**src/rtl/core/dpa_pkg.sv**
```systemverilog
`timescale 1ns / 1ps
package dpa_pkg;

  // angle resolution before rescaling to 16 bits
  localparam int ANGLE_BITS   = 16;
  localparam int CORDIC_STEPS = 30;
  localparam int MAG_W        = 30;
  localparam int DIV_STEPS    = 33;
  localparam int SQRT_STEPS   = 18;
  localparam int FIFO_DEPTH   = 4;

  // back end latencies in stages
  localparam int CORDIC_LAT = CORDIC_STEPS + 2;
  localparam int ASYM_LAT   = 2 + DIV_STEPS + SQRT_STEPS;
  localparam int PHASE_DLY  = ASYM_LAT - CORDIC_LAT;

  localparam logic [31:0] HALF_TURN = 32'h8000_0000;

  // configuration register indexes
  typedef enum logic [1:0] {
    REG_SAMPLE_X   = 2'd0,
    REG_SAMPLE_Y   = 2'd1,
    REG_SAMPLE_Z   = 2'd2,
    REG_FIELD_AXIS = 2'd3
  } cfg_reg_t;

  // field axis codes
  localparam logic [1:0] AXIS_X = 2'd0;
  localparam logic [1:0] AXIS_Y = 2'd1;
  localparam logic [1:0] AXIS_Z = 2'd2;

  // classified item handed from front to back
  typedef struct packed {
    logic [15:0]      index;
    logic             num_neg;
    logic             den_neg;
    logic [MAG_W-1:0] mag_n;
    logic [MAG_W-1:0] mag_d;
    logic [MAG_W-1:0] mag_o;
    logic             zero;
  } dpa_item_t;

  // atan(2^-i) in units of 2^-32 turn
  function automatic logic [31:0] atan_turn(input int unsigned i);
    logic [31:0] v;
    case (i)
      0:  v = 32'd536870912;
      1:  v = 32'd316933405;
      2:  v = 32'd167458907;
      3:  v = 32'd85004756;
      4:  v = 32'd42667331;
      5:  v = 32'd21354465;
      6:  v = 32'd10679838;
      7:  v = 32'd5340245;
      8:  v = 32'd2670163;
      9:  v = 32'd1335086;
      10: v = 32'd667544;
      11: v = 32'd333772;
      12: v = 32'd166886;
      13: v = 32'd83443;
      14: v = 32'd41721;
      15: v = 32'd20860;
      16: v = 32'd10430;
      17: v = 32'd5215;
      18: v = 32'd2607;
      19: v = 32'd1303;
      20: v = 32'd651;
      21: v = 32'd325;
      22: v = 32'd162;
      23: v = 32'd81;
      24: v = 32'd40;
      25: v = 32'd20;
      26: v = 32'd10;
      27: v = 32'd5;
      28: v = 32'd2;
      29: v = 32'd1;
      default: v = 32'd0;
    endcase
    return v;
  endfunction

endpackage

```
**src/rtl/core/dpa_front.sv**
```systemverilog
`timescale 1ns / 1ps
module dpa_front
  import dpa_pkg::*;
(
  input  logic             clk,
  input  logic             rst_n,
  input  logic             in_valid,
  output logic             in_stall,
  input  logic [15:0]      in_det_index,
  input  logic [31:0]      in_det_x,
  input  logic [31:0]      in_det_y,
  input  logic [31:0]      in_det_z,
  input  logic [31:0]      sample_x,
  input  logic [31:0]      sample_y,
  input  logic [31:0]      sample_z,
  input  logic [1:0]       field_axis,
  input  logic             q_full,
  output logic             q_push,
  output dpa_item_t        q_item
);

  logic        en;
  logic [2:0]  v_r;

  // stage 1: difference and magnitude
  logic [32:0] dx, dy, dz, ax, ay, az;
  logic [31:0] mn_nxt, md_nxt, mo_nxt;
  logic        nn_nxt, dn_nxt;

  logic [15:0] idx1_r, idx2_r;
  logic        nn1_r, dn1_r, nn2_r, dn2_r;
  logic [31:0] mn1_r, md1_r, mo1_r, mn2_r, md2_r, mo2_r;
  logic [4:0]  lead_nxt, lead_r;
  logic        zero_nxt, zero_r;
  logic [31:0] orm;
  logic [4:0]  rsh, lsh;
  logic [31:0] sn, sd, so;
  dpa_item_t   item_r;

  assign en       = !(v_r[2] && q_full);
  assign in_stall = !en;
  assign q_push   = v_r[2] && !q_full;
  assign q_item   = item_r;

  assign dx = {in_det_x[31], in_det_x} - {sample_x[31], sample_x};
  assign dy = {in_det_y[31], in_det_y} - {sample_y[31], sample_y};
  assign dz = {in_det_z[31], in_det_z} - {sample_z[31], sample_z};
  assign ax = dx[32] ? (~dx + 33'd1) : dx;
  assign ay = dy[32] ? (~dy + 33'd1) : dy;
  assign az = dz[32] ? (~dz + 33'd1) : dz;

  // pick numerator, denominator and axial component
  always_comb begin
    unique case (field_axis)
      AXIS_X: begin
        mn_nxt = az[31:0]; nn_nxt = dz[32];
        md_nxt = ay[31:0]; dn_nxt = dy[32];
        mo_nxt = ax[31:0];
      end
      AXIS_Y: begin
        mn_nxt = ax[31:0]; nn_nxt = dx[32];
        md_nxt = az[31:0]; dn_nxt = dz[32];
        mo_nxt = ay[31:0];
      end
      default: begin
        mn_nxt = ay[31:0]; nn_nxt = dy[32];
        md_nxt = ax[31:0]; dn_nxt = dx[32];
        mo_nxt = az[31:0];
      end
    endcase
  end

  // stage 2: leading one of the largest magnitude
  assign orm = mn1_r | md1_r | mo1_r;
  always_comb begin
    lead_nxt = 5'd0;
    for (int i = 0; i < 32; i++) begin
      if (orm[i]) lead_nxt = 5'(i);
    end
    zero_nxt = (orm == 32'd0);
  end

  // stage 3: common scale into [2^29, 2^30)
  assign rsh = (lead_r > 5'd29) ? (lead_r - 5'd29) : 5'd0;
  assign lsh = (lead_r < 5'd29) ? (5'd29 - lead_r) : 5'd0;
  assign sn  = (mn2_r >> rsh) << lsh;
  assign sd  = (md2_r >> rsh) << lsh;
  assign so  = (mo2_r >> rsh) << lsh;

  always_ff @(posedge clk) begin
    if (!rst_n) begin
      v_r <= 3'b000;
    end else if (en) begin
      v_r <= {v_r[1:0], in_valid};
    end
  end

  always_ff @(posedge clk) begin
    if (en) begin
      idx1_r <= in_det_index;
      nn1_r  <= nn_nxt;
      dn1_r  <= dn_nxt;
      mn1_r  <= mn_nxt;
      md1_r  <= md_nxt;
      mo1_r  <= mo_nxt;
      idx2_r <= idx1_r;
      nn2_r  <= nn1_r;
      dn2_r  <= dn1_r;
      mn2_r  <= mn1_r;
      md2_r  <= md1_r;
      mo2_r  <= mo1_r;
      lead_r <= lead_nxt;
      zero_r <= zero_nxt;
      item_r.index   <= idx2_r;
      item_r.num_neg <= nn2_r;
      item_r.den_neg <= dn2_r;
      item_r.mag_n   <= sn[MAG_W-1:0];
      item_r.mag_d   <= sd[MAG_W-1:0];
      item_r.mag_o   <= so[MAG_W-1:0];
      item_r.zero    <= zero_r;
    end
  end

endmodule

```
**config.mk**
```make
export PLATFORM = sky130hd
export DESIGN_NAME = dpa_front
export DESIGN_NICKNAME = d
export VERILOG_FILES = /design/src/rtl/core/dpa_pkg.sv /design/src/rtl/core/dpa_front.sv
export SDC_FILE = /design/constraint.sdc
export NUM_CORES = 1
export LEC_CHECK = 0
export ABC_AREA = 1
export ABC_CLOCK_PERIOD_IN_PS = 13100
export CELL_PAD_IN_SITES_DETAIL_PLACEMENT = 0
export CELL_PAD_IN_SITES_GLOBAL_PLACEMENT = 2
export CORE_MARGIN = 2
export CORE_UTILIZATION = 35
export CTS_CLUSTER_SIZE = 28
export DETAILED_ROUTE_END_ITERATION = 8
export DONT_BUFFER_PORTS = 1
export PLACE_DENSITY = 0.82
export SETUP_SLACK_MARGIN = 0.02
export SLEW_MARGIN = 20
export SYNTH_ARGS = -nofsm -noshare
export SYNTH_HDL_FRONTEND = slang
export SYNTH_SLANG_ARGS = --single-unit
```
**constraint.sdc**
```tcl
create_clock -name clk -period 13.1 [get_ports clk]
set_input_delay 1.31 -clock clk [delete_from_list [all_inputs] [get_ports clk]]
set_output_delay 1.31 -clock clk [all_outputs]
set_load 0.02 [all_outputs]
```
==> flow_metrics.tcl <==
set metrics [dict create \
    ys_async_sr_fraction_pct 0 \
    cts-root-buf "clkbuf_16" \
    hp-class "flop to flop" \
    fillers 8702 \
    fmax_mhz 203.6 \
    yosysTopAreaCellShare_pct 35.91 \
    synth_warnings 0 \
    path_clk_slew_ps 60 \
    setup_tns_ps 0 \
    vias 25400 \
    grt-ovfl-total 0 \
    netlist_instances 3985 \
    ys.flop_type "edfxtp_1" \
    highest_layer "met4" \
    postCtsSetupBuffers 0 \
    cp_num_cells 24 \
    drtPass1Iterations 5 \
    synth_area_leaders "edfxtp_1 (36%), nand2_1 (15%), inv_1 (5.3%)" \
    m1WireLength_mm 42.58 \
    worstPathRequired_ps 13370 \
    avgSynthCellArea_um2 7.198 \
    crit_buf_inv 5 \
    routedWlPerCell_um 18.51 \
    syn_area_mm2 0.02869 \
    die_area_mm2 0.08426 \
    dp_hpwl_mm 73.65 \
    synth_common_cells "nand2_1 (1161), inv_1 (404), edfxtp_1 (343), nor2_1 (310), o21ai_1 (289)" \
    grtUsageTotal_pct 21.12 \
    p_leak_uw 0.01352 \
    wl_met2_mm 43.48 \
    run_status "complete, no violations" \
    comb_power_share_pct 46.3 \
    critPathLaunchType "input pin" \
    synth_area_leader_cell "edfxtp_1" \
    gp_congestion 0.9039 \
    synth.distinct_cells 64 \
    fin_crit_ps 4912 \
    ctsHoldBuffers 0 \
    synth_seq_cells 346 \
    clk_latency_ps 560 \
    initial_core_util_pct 35.50 \
    routed_wl_mm 91.59 \
    yosysSeqAreaShare_pct 36.12 \
    h-tree-depth 2 \
    ios 325 \
    p_seq_share_pct 36.4 \
    cts_tree "built" \
    cts_buffers 36 \
    drive_gt1_share_pct 4.964 \
    finalPower_uw 5856 \
    rows 104 \
    drtIter0Drc 1923 \
    post_dp_cell_area_mm2 0.02936 \
    grt_pass1_wl_mm 142.2 \
    clockBufferDepth 3 \
    viasPerCell 5.134 \
    clock_sink_count 346 \
    coreArea_mm2 0.08081 \
    worstMarginPinSlew_ps 1007 \
    areaGrowthSynthToFinish_pct 6.346 \
    cp_max_fo 23 \
    slew-limit-headroom_pct 32.73 \
    port_buffers 0 \
    cp_top_family "simple AND/OR/NAND/NOR gates" \
    syn_nets 4306 \
    die_w_um 290.3 \
    end_kind "flop" \
    hold_violations 0 \
    clock_power_share_pct 17.3 \
    power-per-cell-area_mw_per_mm2 192.0 \
    p_switching_uw 2718 \
    synth-edff-count 343 \
    r2r_cells 17 \
    critPathArrivalTime_ps 5180 \
    rsz0062_at_grt "false" \
    ir_drop_v 0.0001116 \
    cellInternalPower_uw 3139 \
    switching_share_pct 46.40 \
    min_path_cells 0 \
    path_cells "inv_1 > ha_1 > inv_1 > fa_1 > nand2_1 > nand2_1 > o21ai_1 > inv_1 > nand4_1 > nand3_1 > nand2_1 > o211ai_1 > nand2_1 > o211ai_1 > nand2_1 > nand2_1 > o21ai_0 > nand2_1 > inv_1 > nand2_1 > xor2_1 > inv_1 > nand2_1 > o221ai_1" \
    slowest_stage "inv_1" \
    slew_violations 0 \
    grt_start_max_net_pins 153 \
    cts_resized 0 \
    grt_pass1_vias 24070 \
    final_antenna_net_count 0 \
    setup_viol 0 \
    crit_type "input pin to flop" \
    antenna_found_initial 0 \
    cp_slowest_stage_delay_ps 880 \
    crit_top_cell "nand2_1" \
    synth_most_common_cell "nand2_1" \
    clock_skew_ps 13.02 \
    drc_errors 0 \
    fin_nets 4184 \
    die_y_um 290.3 \
    final_area_mm2 0.03051 \
    dr_wl_met3_mm 3.362 \
    finalCritPeriodShare_pct 37.50 \
    insertedDiodeCount 0 \
    drv_cap 0 \
]
## metrics by stage
stage	utilization, %	std cells	setup slack, ps	hold WS [ps]
final	37.75	4948	8188	417.7
after global routing	37.75	4948	7668	426.2
after CTS	37.75	4948	8162	414.4
after detailed placement	36.33	4885	7571	404.5
after global placement	36.33	4885	7515	400.2
after floorplan	-	3985	1567	400.3
## worst register-to-register path: stages (launching register included)
cell and delay, ps:
edfxtp_1 430, inv_1 230, ha_1 200, nand2_1 80, o21ai_4 290, nand2_2 180, a21oi_4 790, inv_2 550
nand2_1 520, o22ai_1 190, mux2i_1 270, nor2_1 60, a31oi_1 300, nand2_1 110, o21ai_2 100, nor2_1 50
o21ai_1 190, o21ai_1 80
## cells in the final DEF, fill, tap and decap left out, drive strengths merged, types with 24 or more instances in the layout
master  instances
mux2i          46
a21oi         150
o211ai         45
o21ai         470
nand3         286
nor3           83
nor2          315
nand2        1168
ha            104
inv           431
buf            24
xor2          123
xnor2          39
a31oi          39
clkbuf         41
edfxtp        343
nand4          25
## logic make-up (layout without fill, tap and decap cells)
logic type      Yosys count  in the layout  share of synthesized area (%)
compound gates          791            791                          16.13
simple gates           1919           1919                          27.48
buf+inv                 614            517                          8.846
mux                      46             46                          1.631
flops                   346            346                          36.12
fa+ha+maj               107            107                          4.746
xor+xnor                162            162                          5.051
## layout make-up
type / count / area (um^2) / area share, %
tap: 1060 / 1326 / 4.348
sequential: 346 / 10360 / 33.96
multi-input combinational: 3025 / 15850 / 51.96
timing repair buffer: 24 / 205.2 / 0.6727
clock buffer: 41 / 940.9 / 3.084
clock inverter: 22 / 206.4 / 0.6768
inverter: 430 / 1615 / 5.295
## path summary, 6_finish.rpt
| path | startpoint | endpoint | slack (ps) |
|---|---|---|---|
| setup / recovery | in_det_x[0] | mo1_r[4] | 8190 |
| hold reg to reg | idx2_r[10] | q_item[103] | 420 |
| hold / removal | idx2_r[10] | q_item[103] | 420 |
| setup reg to reg | lead_r[1] | q_item[86] | 8200 |
## power by group through the flow
| stage | clock network, uW | logic [uW] | registers, uW |
|---|---|---|---|
| finish | 1010 | 2710 | 2130 |
| detailed placement | 0 | 2710 | 2160 |
| global placement | 0 | 2720 | 2150 |
| CTS | 1040 | 2720 | 2140 |
| global route | 1080 | 3090 | 2160 |
| floorplan | 0 | 2020 | 2030 |
## per-layer routing
metal  track usage [%]  vias up
li1                  -    13140
met1             28.54    11590
met2             35.97      589
met3             2.287       76
met4             5.361        0
met5                 0        -
## flip-flops by register name, summed over array words and instances, names as in the netlist, 3 cells and up
signal,count
v_r,3
mn2_r,32
idx2_r,16
idx1_r,16
mo2_r,32
md2_r,32
mo1_r,32
md1_r,32
lead_r,5
q_item,109
mn1_r,32
Note: power is estimated with default switching activity, not from simulation.
