### src/rtl/core/dpa_pkg.sv
`timescale 1ns / 1ps
package dpa_pkg;

  // angle resolution before rescaling to 16 bits
  localparam int ANGLE_BITS   = 16;
  localparam int CORDIC_STEPS = 30;
  localparam int MAG_W        = 30;
  localparam int DIV_STEPS    = 33;
  localparam int SQRT_STEPS   = 18;
  localparam int FIFO_DEPTH   = 4;

  // back end latencies in stages
  localparam int CORDIC_LAT = CORDIC_STEPS + 2;
  localparam int ASYM_LAT   = 2 + DIV_STEPS + SQRT_STEPS;
  localparam int PHASE_DLY  = ASYM_LAT - CORDIC_LAT;

  localparam logic [31:0] HALF_TURN = 32'h8000_0000;

  // configuration register indexes
  typedef enum logic [1:0] {
    REG_SAMPLE_X   = 2'd0,
    REG_SAMPLE_Y   = 2'd1,
    REG_SAMPLE_Z   = 2'd2,
    REG_FIELD_AXIS = 2'd3
  } cfg_reg_t;

  // field axis codes
  localparam logic [1:0] AXIS_X = 2'd0;
  localparam logic [1:0] AXIS_Y = 2'd1;
  localparam logic [1:0] AXIS_Z = 2'd2;

  // classified item handed from front to back
  typedef struct packed {
    logic [15:0]      index;
    logic             num_neg;
    logic             den_neg;
    logic [MAG_W-1:0] mag_n;
    logic [MAG_W-1:0] mag_d;
    logic [MAG_W-1:0] mag_o;
    logic             zero;
  } dpa_item_t;

  // atan(2^-i) in units of 2^-32 turn
  function automatic logic [31:0] atan_turn(input int unsigned i);
    logic [31:0] v;
    case (i)
      0:  v = 32'd536870912;
      1:  v = 32'd316933405;
      2:  v = 32'd167458907;
      3:  v = 32'd85004756;
      4:  v = 32'd42667331;
      5:  v = 32'd21354465;
      6:  v = 32'd10679838;
      7:  v = 32'd5340245;
      8:  v = 32'd2670163;
      9:  v = 32'd1335086;
      10: v = 32'd667544;
      11: v = 32'd333772;
      12: v = 32'd166886;
      13: v = 32'd83443;
      14: v = 32'd41721;
      15: v = 32'd20860;
      16: v = 32'd10430;
      17: v = 32'd5215;
      18: v = 32'd2607;
      19: v = 32'd1303;
      20: v = 32'd651;
      21: v = 32'd325;
      22: v = 32'd162;
      23: v = 32'd81;
      24: v = 32'd40;
      25: v = 32'd20;
      26: v = 32'd10;
      27: v = 32'd5;
      28: v = 32'd2;
      29: v = 32'd1;
      default: v = 32'd0;
    endcase
    return v;
  endfunction

endpackage

### src/rtl/core/dpa_queue.sv
`timescale 1ns / 1ps
module dpa_queue
  import dpa_pkg::*;
(
  input  logic      clk,
  input  logic      rst_n,
  input  logic      push,
  input  dpa_item_t push_item,
  input  logic      pop,
  output dpa_item_t head_item,
  output logic      full,
  output logic      empty
);

  localparam int PTR_W = $clog2(FIFO_DEPTH);
  localparam int CNT_W = $clog2(FIFO_DEPTH + 1);

  dpa_item_t        mem_r [FIFO_DEPTH];
  logic [PTR_W-1:0] wr_r, rd_r;
  logic [CNT_W-1:0] cnt_r;

  assign full      = (cnt_r == CNT_W'(FIFO_DEPTH));
  assign empty     = (cnt_r == '0);
  assign head_item = mem_r[rd_r];

  // pointers and fill count
  always_ff @(posedge clk) begin
    if (!rst_n) begin
      wr_r  <= '0;
      rd_r  <= '0;
      cnt_r <= '0;
    end else begin
      if (push) wr_r <= wr_r + PTR_W'(1);
      if (pop)  rd_r <= rd_r + PTR_W'(1);
      if (push && !pop)      cnt_r <= cnt_r + CNT_W'(1);
      else if (!push && pop) cnt_r <= cnt_r - CNT_W'(1);
    end
  end

  always_ff @(posedge clk) begin
    if (push) mem_r[wr_r] <= push_item;
  end

endmodule

### config.mk
export PLATFORM = sky130hd
export DESIGN_NAME = dpa_queue
export DESIGN_NICKNAME = d
export VERILOG_FILES = /design/src/rtl/core/dpa_pkg.sv /design/src/rtl/core/dpa_queue.sv
export SDC_FILE = /design/constraint.sdc
export NUM_CORES = 1
export LEC_CHECK = 0
export ABC_AREA = 1
export BUFFER_PORTS_ARGS = -buffer_cell sky130_fd_sc_hd__buf_2
export CAP_MARGIN = 5
export CORE_MARGIN = 1.5
export CORE_UTILIZATION = 45
export DETAILED_ROUTE_END_ITERATION = 8
export SYNTH_ARGS = -nofsm -noshare
export SYNTH_HDL_FRONTEND = slang
export SYNTH_SLANG_ARGS = --single-unit
### constraint.sdc
create_clock -name clk -period 8 [get_ports clk]
set_input_delay 0.4 -clock clk [delete_from_list [all_inputs] [get_ports clk]]
set_output_delay 0.4 -clock clk [all_outputs]
set_load 0.005 [all_outputs]
==> impl_results.md, run 1 <==
- Status: completed
- Switching part of the total: 21.9%
- Die H: slightly below 200 µm
- Cts hold-fix bufs: 0
- Met2 Use GR: 30.2%
- RR Startpoint: wr_r[0]
- NetSw: around 0.0011 W
- Number of buffers added on ports: between 200 and 250
- Hold Crit Start: push_item[20]
- Pin count of the biggest net entering global routing: between 100 and 150
- Final setup violation count: 0
- Vias: about 9.6k
- Fin crit period: between 3 and 4 ns
- Syn Nets: 1231
- IO Pins: 224
- Synthesized area: between 15000 and 20000 µm²
- Later-pin clock latency in the skew report: between 0.5 and 0.6 ns
- First-pass GRT wire length: between 50 and 60 mm
- Max-slew headroom: a little under a quarter
- Initial Util: between 40% and 50%
- R2R setup slack: ~5.5 ns
- Warnings from Yosys: 0
- Total GRT Usage: between 10% and 20%
- Internal power: 0.00397 W
- Final std cells w/o fill: between 1.5k and 2k
- Die area: between 30000 and 40000 µm²
- Fin crit share: slightly below 50%
- Clock Tree Buf Depth: 3
- WP data arrival: between 3 and 4 ns
- Worst IR drop on VDD: roughly 170 µV
- Layout cells sized above 1: 22.6%
- Post-route ant nets: 0
- Leak: ~6.7 nW
- Most frequent cells in the layout: edfxtp_1 (436), buf_2 (223), nor2_1 (213)
- Startpoint types: register
- Area after DPL: around 18000 µm²
- Synthesized instance count: 1112
- Setup Buffers After CTS: 0
- Hold EP: mem_r[0][20]
- Nets: about 1.4k
- Total wire length: roughly 35 mm
- Hold path cells: 1
- H-tree depth: 2
- RSZ-0062 raised after global routing: false
- FMAX: 252 MHz
- Remaining global-route overflow: 0
- Core Util, Final: around 53%
- Final Cell Area: about 19000 µm²
- First drt pass iteration count: 4
- Final hold violation count: 0
- R2R depth: 5
- Vias per cell: 5.30
- Area growth from synthesis to layout: 17.0%
- Final setup TNS: 0 ns
- Hold Crit Class: primary input to register
- Antenna violations before repair: 5
- Clock share of power: between 30% and 40%
- Setup Crit Path Kind: register to primary output
- Slew at the pin closest to its max-slew limit: ~1.2 ns
- Commonest non-fill, non-tap cell in the layout: edfxtp_1
- Worst Skew: around 0.019 ns
- Initial DRC count: 690
- DRC Markers: 0
- Clock root cell: clkbuf_16
- Critical path endpoint category: primary output
- Sequential element share of the synthesized area: around 80%
- Routed length per instance: about 19 µm
- PD cells: around 260 nW/µm²
- CP Max Fanout: 100
- Dpl hpwl: about 19 mm
- Slew Limit Fails: 0
- M3 GR Usage: 4.86%
- Number of global-route vias before repair: around 9.4k
- Num CTS Buffers: 45
- Clock-pin slew on the worst setup and hold paths: 0.06 ns
- Gr busiest metal: met2
- TritonCTS clock tree: yes
- Max cap viols: 0
- DP Cell Count: 1741
- Syn_area_per_cell: about 15 µm²
- # rows: 70
- Post-CTS Resized: 0
- CORE AREA: 36300 µm²
- Gp weighted congestion: roughly 0.7
- Met1 Use GR: between 20% and 30%
- Critical R2R Capture: mem_r[0][14]
- Sequential power share: between 50% and 60%
- Combinational Power Share: 7.9%
- Clock Sinks: 445
- Post-synth cell types: 21
- Worst Path Required: approximately 7.6 ns
- FF+latch count, synth: about 450
- Die W: between 150 and 200 µm
## metrics by stage
stage          hold WS, ns  worst slack (ns)  power (W)
2_1_floorplan        0.412              4.85    0.00296
4_1_cts             0.0121              4.04    0.00514
3_5_place_dp         0.426              4.62    0.00316
3_3_place_gp         0.430              4.69    0.00315
6_report            0.0507              4.04    0.00508
5_1_grt             0.0243              3.78    0.00527
## sequential cells by signal, indices dropped and copies added (netlist names), named ones only
signal	flops
cnt_r	3
mem_r	436
rd_r	2
wr_r	2
## final cells by class
cell class              count  area [µm²]
repair buffers            232        1180
clock inverters            21         173
well taps                 468         586
clock buffers              57        1210
multi-input cells         579        2820
diodes                      3        7.51
flip-flops and latches    445       13300
fillers                  3013       17000
inverters                  17        80.1
## kinds of logic after synthesis
group	Yosys count	share of synthesized area, %
AOI/OAI and AO/OA	337	11.0
adders and majority gates	6	0.499
buffers and inverters	88	2.66
and+or+nand+nor	236	5.55
DFF	445	80.3
## synth_stat cells
master    instances  share of area [%]
buf_2            31               0.94
nand4_1           1              0.038
inv_1            15               0.34
nand3_1           1              0.030
dfxtp_1           9                1.1
fa_1              1               0.12
ha_1              5               0.38
inv_2             2              0.045
o22ai_1         109                4.1
buf_8             1              0.091
nor2_2           10               0.38
buf_4             4               0.18
edfxtp_1        436                 79
nor3_1            2              0.061
o21ai_0         211                6.4
nand2_1           9               0.20
clkbuf_1         29               0.66
buf_6             6               0.41
nor2_1          213                4.8
a21oi_1           4               0.12
o21ai_1          13               0.39
## worst max-delay path by stage
stage                     end  slack [ns]  cells past startpoint
2_1_floorplan     mem_r[2][0]        4.85                      4
3_3_place_gp    head_item[83]        4.69                      5
3_5_place_dp     head_item[2]        4.62                      5
4_1_cts          head_item[2]        4.04                      5
5_1_grt        head_item[100]        3.78                      5
6_report         head_item[2]        4.04                      5
## power by group through the flow
| stage | combinational [W] | sequential (W) | clock, W |
|---|---|---|---|
| 6_report | 0.000401 | 0.00270 | 0.00198 |
| 2_1_floorplan | 0.000221 | 0.00274 | 0 |
| 4_1_cts | 0.000411 | 0.00270 | 0.00203 |
| 5_1_grt | 0.000452 | 0.00270 | 0.00211 |
| 3_5_place_dp | 0.000410 | 0.00275 | 0 |
| 3_3_place_gp | 0.000405 | 0.00274 | 0 |
## routing by layer
| metal | wire [µm] | up-vias |
|---|---|---|
| met5 | 44 | - |
| met4 | 613 | 6 |
| met3 | 2410 | 47 |
| met2 | 16800 | 235 |
| met1 | 14900 | 4750 |
| li1 | - | 4611 |
## worst max-delay path: stages (launching register included)
cell and delay [ns]:
dfxtp_4 0.64, buf_4 0.69, buf_4 0.84, o21ai_0 0.26, o22ai_1 0.26, buf_2 0.16
Note: power is estimated with default switching activity, not from simulation.
==> run 2, diff against run 1 <==
--- a/config.mk
+++ b/config.mk
@@ -11,6 +11,7 @@
 export CORE_MARGIN = 1.5
 export CORE_UTILIZATION = 45
 export DETAILED_ROUTE_END_ITERATION = 8
+export PLACE_DENSITY = 0.67
 export SYNTH_ARGS = -nofsm -noshare
 export SYNTH_HDL_FRONTEND = slang
 export SYNTH_SLANG_ARGS = --single-unit
==> constraint.sdc (replaced) <==
create_clock -name clk -period 3.44 [get_ports clk]
set_input_delay 0.172 -clock clk [delete_from_list [all_inputs] [get_ports clk]]
set_output_delay 0.172 -clock clk [all_outputs]
set_load 0.005 [all_outputs]
==> impl_results.md, run 2 (synthesized netlist as in run 1, its figures left out) <==
- Initial Util: roughly 45%
- Pin count of the biggest net entering global routing: 219
- WP data arrival: 2.42 ns
- Largest regs: mem_r x436, cnt_r x3
- Setup WS post-layout: between 0.8 and 0.9 ns
- Antenna violations before repair: 1
- Worst Skew: ~0.018 ns
- RR Startpoint: wr_r[0]
- Setup Buffers After CTS: 0
- First-pass GRT wire length: between 50 and 60 mm
- Max cap viols: 0
- CP peak stage delay: 0.50 ns
- Startpoint types: register
- Multi-input gate area: ~2800 µm²
- Fin crit period: roughly 2.6 ns
- Clock Tree Buf Depth: 3
- Final setup TNS: 0 ns
- Max reg flops: around 440
- Slew Limit Fails: 0
- Final setup violation count: 0
- Met1 Use GR: 24.5%
- Delay-heaviest family, CP: buffers and inverters
- CORE AREA: 36300 µm²
- Sequential standard cell area: approximately 13000 µm²
- Dpl hpwl: between 15 and 20 mm
- Number of buffers added on ports: approximately 220
- Crit-path cells: inv_6 > buf_4 > o21ai_0 > o22ai_1 > buf_2
- CP Max Fanout: between 90 and 100
- R2R setup slack: 1.53 ns
- Die W: 195 µm
- Nets: between 1.5k and 2k
- Most frequent cells in the layout: edfxtp_1 (436), buf_2 (223), nor2_1 (213)
- Final Cell Area: 20600 µm²
- IO Pins: approximately 220
- Worst Path Required: around 3.3 ns
- Hold Crit Start: push_item[96]
- Routed length per instance: between 15 and 20 µm
- Clock Sinks: roughly 450
- Status: completed
- Cts hold-fix bufs: about 110
- R2R depth: 5
- Area growth from synthesis to layout: 24.5%
- Initial DRC count: 580
- DRC Markers: 0
- Remaining global-route overflow: 0
- First drt pass iteration count: 5
- Hold EP: mem_r[3][96]
- PD cells: between 500 and 600 nW/µm²
- WHS: 0.360 ns
- Worst IR drop on VDD: between 400 and 500 µV
- Vias per cell: 5.28
- Slew at the pin closest to its max-slew limit: 0.964 ns
- Largest register by flop count: mem_r
- Layout cells sized above 1: approximately 22%
- Num CTS Buffers: 46
- Power Total: ~0.012 W
- Area after DPL: between 15000 and 20000 µm²
- Clock-pin slew on the worst setup and hold paths: roughly 0.060 ns
- Die area: 37900 µm²
- Clock root cell: clkbuf_16
- Final hold violation count: 0
- Fill cell count: ~2.9k
- Gr busiest metal: met2
- M3 GR Usage: under 10%
- Vias: 10.3k
- Die H: between 150 and 200 µm
- Bufs and invs on worst path: 3
- Critical-path top delay cell: inv_6
- Gp weighted congestion: 0.752
- Total wire length: 35.8 mm
- FMAX: between 300 and 400 MHz
- Total GRT Usage: a little under 20%
- Commonest non-fill, non-tap cell in the layout: edfxtp_1
- Hold path cells: 2
- Met2 Use GR: about a third
- Fin crit share: 75.3%
- Critical path endpoint category: primary output
- Post-route ant nets: 0
- Hold Crit Class: primary input to register
- H-tree depth: 2
- TritonCTS clock tree: yes
- Post-CTS Resized: 0
- # rows: 70
- Critical R2R Capture: mem_r[2][38]
- Max-slew headroom: 35.7%
- Later-pin clock latency in the skew report: 0.56 ns
- Setup Crit Path Kind: register to primary output
- Number of global-route vias before repair: 10.5k
- Leak: 7.22 nW
- RSZ-0062 raised after global routing: false
- Placement Setup Slack: around 1.5 ns
[run 2: worst max path at each step]
stage / end / slack (ns) / cells past startpoint
after floorplan: mem_r[2][0] / 0.29 / 4
after global placement: head_item[28] / 1.47 / 5
after detailed placement: head_item[28] / 1.45 / 5
after CTS: head_item[28] / 0.82 / 5
after global routing: head_item[68] / 0.71 / 5
final: head_item[68] / 0.85 / 5
[run 2: through the flow]
step | cells | util [%]
3_3_place_gp | 1749 | 49.8
5_1_grt | 1943 | 56.6
3_5_place_dp | 1749 | 49.8
6_report | 1943 | 56.6
4_1_cts | 1942 | 56.6
2_1_floorplan | 1112 | -
[run 2: cell type report]
| class | instances | area share [%] |
|---|---|---|
| tap | 468 | 2.85 |
| antenna | 1 | 0.0122 |
| sequential | 445 | 64.5 |
| timing repair buffer | 352 | 11.9 |
| clock buffer | 57 | 5.90 |
| inverter | 17 | 0.389 |
| multi-input combinational | 579 | 13.7 |
| clock inverter | 24 | 0.699 |
[run 2: metal layers]
layer	routed length, µm	up-vias
met5	0	-
met3	2290	58
li1	-	4859
met1	14900	5078
met4	740	0
met2	17900	273
[run 2: where the power goes]
part / internal [W] / switching [W]
logic: 0.000422 / 0.000647
clock network: 0.00257 / 0.00195
registers: 0.00620 / 0.0000622
total: 0.00919 / 0.00266
[run 2: worst reg2reg max path, stage by stage, from the launching register on]
cell     delay (ns)
dfxtp_1        0.33
inv_1          0.11
ha_1           0.16
nand2_1        0.08
inv_4          0.53
buf_12         0.34
==> run 3, diff against run 2 <==
--- a/config.mk
+++ b/config.mk
@@ -11,7 +11,6 @@
 export CORE_MARGIN = 1.5
 export CORE_UTILIZATION = 45
 export DETAILED_ROUTE_END_ITERATION = 8
-export PLACE_DENSITY = 0.67
 export SYNTH_ARGS = -nofsm -noshare
 export SYNTH_HDL_FRONTEND = slang
 export SYNTH_SLANG_ARGS = --single-unit
==> constraint.sdc (replaced) <==
create_clock -name clk -period 2.6 [get_ports clk]
set_input_delay 0.13 -clock clk [delete_from_list [all_inputs] [get_ports clk]]
set_output_delay 0.13 -clock clk [all_outputs]
set_load 0.005 [all_outputs]
==> impl_results.md, run 3 (synthesized netlist as in run 1, its figures left out) <==
- Status: completed
- WP data arrival: 2.29 ns
- Cts hold-fix bufs: 112
- CP Capture Point: head_item[26]
- Clock root cell: clkbuf_16
- Final Cell Area: 20800 µm²
- Sequential power share: between 50% and 60%
- Die area: approximately 38000 µm²
- WHS: roughly 0.31 ns
- Top sig layer: met5
- Max cap viols: 0
- Critical path endpoint category: primary output
- Antenna violations before repair: 2
- Clock Sinks: between 400 and 500
- Crit-path cells: inv_6 > buf_12 > o21ai_0 > o22ai_1 > buf_2
- First-pass GRT wire length: 56.6 mm
- First drt pass iteration count: 5
- Number of buffers added on ports: ~220
- Post-CTS Resized: 0
- Max reg flops: about 440
- Clock share of power: between 40 and 50%
- Leak: 7.32 nW
- Nets: between 1.5k and 2k
- Final setup violation count: 0
- Critical R2R Capture: mem_r[3][72]
- Remaining global-route overflow: 0
- Layout cells sized above 1: between 20% and 30%
- Slew Limit Fails: 0
- Startpoint types: register
- Hold Crit Class: primary input to register
- R2R depth: 4
- Fill cell count: approximately 2.9k
- Worst IR drop on VDD: approximately 580 µV
- Post-route ant nets: 0
- Area growth from synthesis to layout: 25.9%
- Setup Crit Path Kind: register to primary output
- Number of global-route vias before repair: ~10k
- Final hold violation count: 0
- Hold path cells: 2
- RR Startpoint: wr_r[0]
- Met1 WL: about 16 mm
- Fin crit share: 93.2%
- Commonest non-fill, non-tap cell in the layout: edfxtp_1
- Total wire length: about 37 mm
- Met2 WL: ~18 mm
- Vias: just over 10k
- Setup Buffers After CTS: 0
- DRC Markers: 0
- IO Pins: approximately 220
- NetSw: approximately 0.0036 W
- Max-slew headroom: 36.8%
- CORE AREA: approximately 36000 µm²
- R2R setup slack: about 0.80 ns
- Num CTS Buffers: 46
- # rows: 70
- Die W: between 150 and 200 µm
- Bufs and invs on worst path: 3
- CP Max Fanout: between 60 and 70
- Clock-pin slew on the worst setup and hold paths: roughly 0.06 ns
- Dpl hpwl: 19.4 mm
- Slew at the pin closest to its max-slew limit: 0.948 ns
- Internal power: 0.0128 W
- Later-pin clock latency in the skew report: between 0.5 and 0.6 ns
- Total GRT Usage: 19.3%
- H-tree depth: 2
- FMAX: roughly 410 MHz
- TritonCTS clock tree: yes
- CP peak stage delay: about 0.45 ns
- Clock Tree Buf Depth: 3
- RSZ-0062 raised after global routing: false
- Area after DPL: between 15000 and 20000 µm²
- Switching part of the total: between 20% and 30%
- PD cells: slightly below 800 nW/µm²
- Combinational Power Share: under 10%
- Worst Skew: around 0.0087 ns
- Fin crit period: ~2.4 ns
- Most frequent cells in the layout: edfxtp_1 (436), buf_2 (223), nor2_1 (213)
- Hold Crit Start: push_item[53]
- Delay-heaviest family, CP: buffers and inverters
- Largest register by flop count: mem_r
- Routed length per instance: between 15 and 20 µm
- Critical-path top delay cell: dfxtp_4
- Worst Path Required: between 2 and 2.5 ns
- Initial DRC count: roughly 530
- Routed wl met3: about 2.3 mm
- Largest regs: mem_r x436, cnt_r x3
- Vias per cell: 5.26
- Initial Util: between 40% and 50%
- Pin count of the biggest net entering global routing: 105
- Gp weighted congestion: 0.746
- Levels on crit path: 5
- Die H: around 200 µm
[run 3: worst min-delay path by stage]
stage | slack [ns] | end
2_1_floorplan | 0.23 | mem_r[0][0]
3_3_place_gp | 0.34 | mem_r[2][93]
3_5_place_dp | 0.34 | mem_r[2][93]
4_1_cts | 0.28 | mem_r[2][18]
5_1_grt | 0.30 | mem_r[2][27]
6_report | 0.31 | mem_r[0][53]
[run 3: area by class of cell]
class	instances	area, µm²	share of cell area (%)
flip-flops and latches	445	13300	63.8
multi-input cells	579	2830	13.6
repair buffers	356	2510	12.0
clock buffers	52	1190	5.74
well taps	468	586	2.81
clock inverters	32	333	1.60
inverters	17	85.1	0.409
diodes	1	2.50	0.0120
[run 3: power by group through the flow]
stage | combinational (W) | sequential (W) | clock [W]
2_1_floorplan | 0.000686 | 0.00842 | 0
3_3_place_gp | 0.00132 | 0.00843 | 0
4_1_cts | 0.00148 | 0.00828 | 0.00675
5_1_grt | 0.00161 | 0.00830 | 0.00700
6_report | 0.00146 | 0.00828 | 0.00660
3_5_place_dp | 0.00134 | 0.00843 | 0
[run 3: through the flow]
| step | setup slack (ns) | utilization [%] | power, W | cells | TNS (ns) |
|---|---|---|---|---|---|
| after floorplan | -0.0202 | - | 0.00911 | 1112 | -4.40 |
| after global placement | 0.776 | 50.0 | 0.00974 | 1753 | 0 |
| after detailed placement | 0.704 | 50.0 | 0.00977 | 1753 | 0 |
| after CTS | 0.0984 | 57.3 | 0.0165 | 1949 | 0 |
| after global routing | 0.00942 | 57.3 | 0.0169 | 1950 | 0 |
| final | 0.177 | 57.3 | 0.0163 | 1950 | 0 |
[run 3: worst reg2reg max path, delay by kind of cell (launching register included)]
family / cells / cell delay, ns
DFF: 1 / 0.35
and+or+nand+nor: 1 / 0.08
adders and majority gates: 1 / 0.15
buffers and inverters: 2 / 0.74
[run 3: per-layer routing]
metal	track usage, %	up-vias
li1	-	4872
met1	25.3	5029
met2	32.0	296
met3	3.96	58
met4	7.44	2
met5	0	-
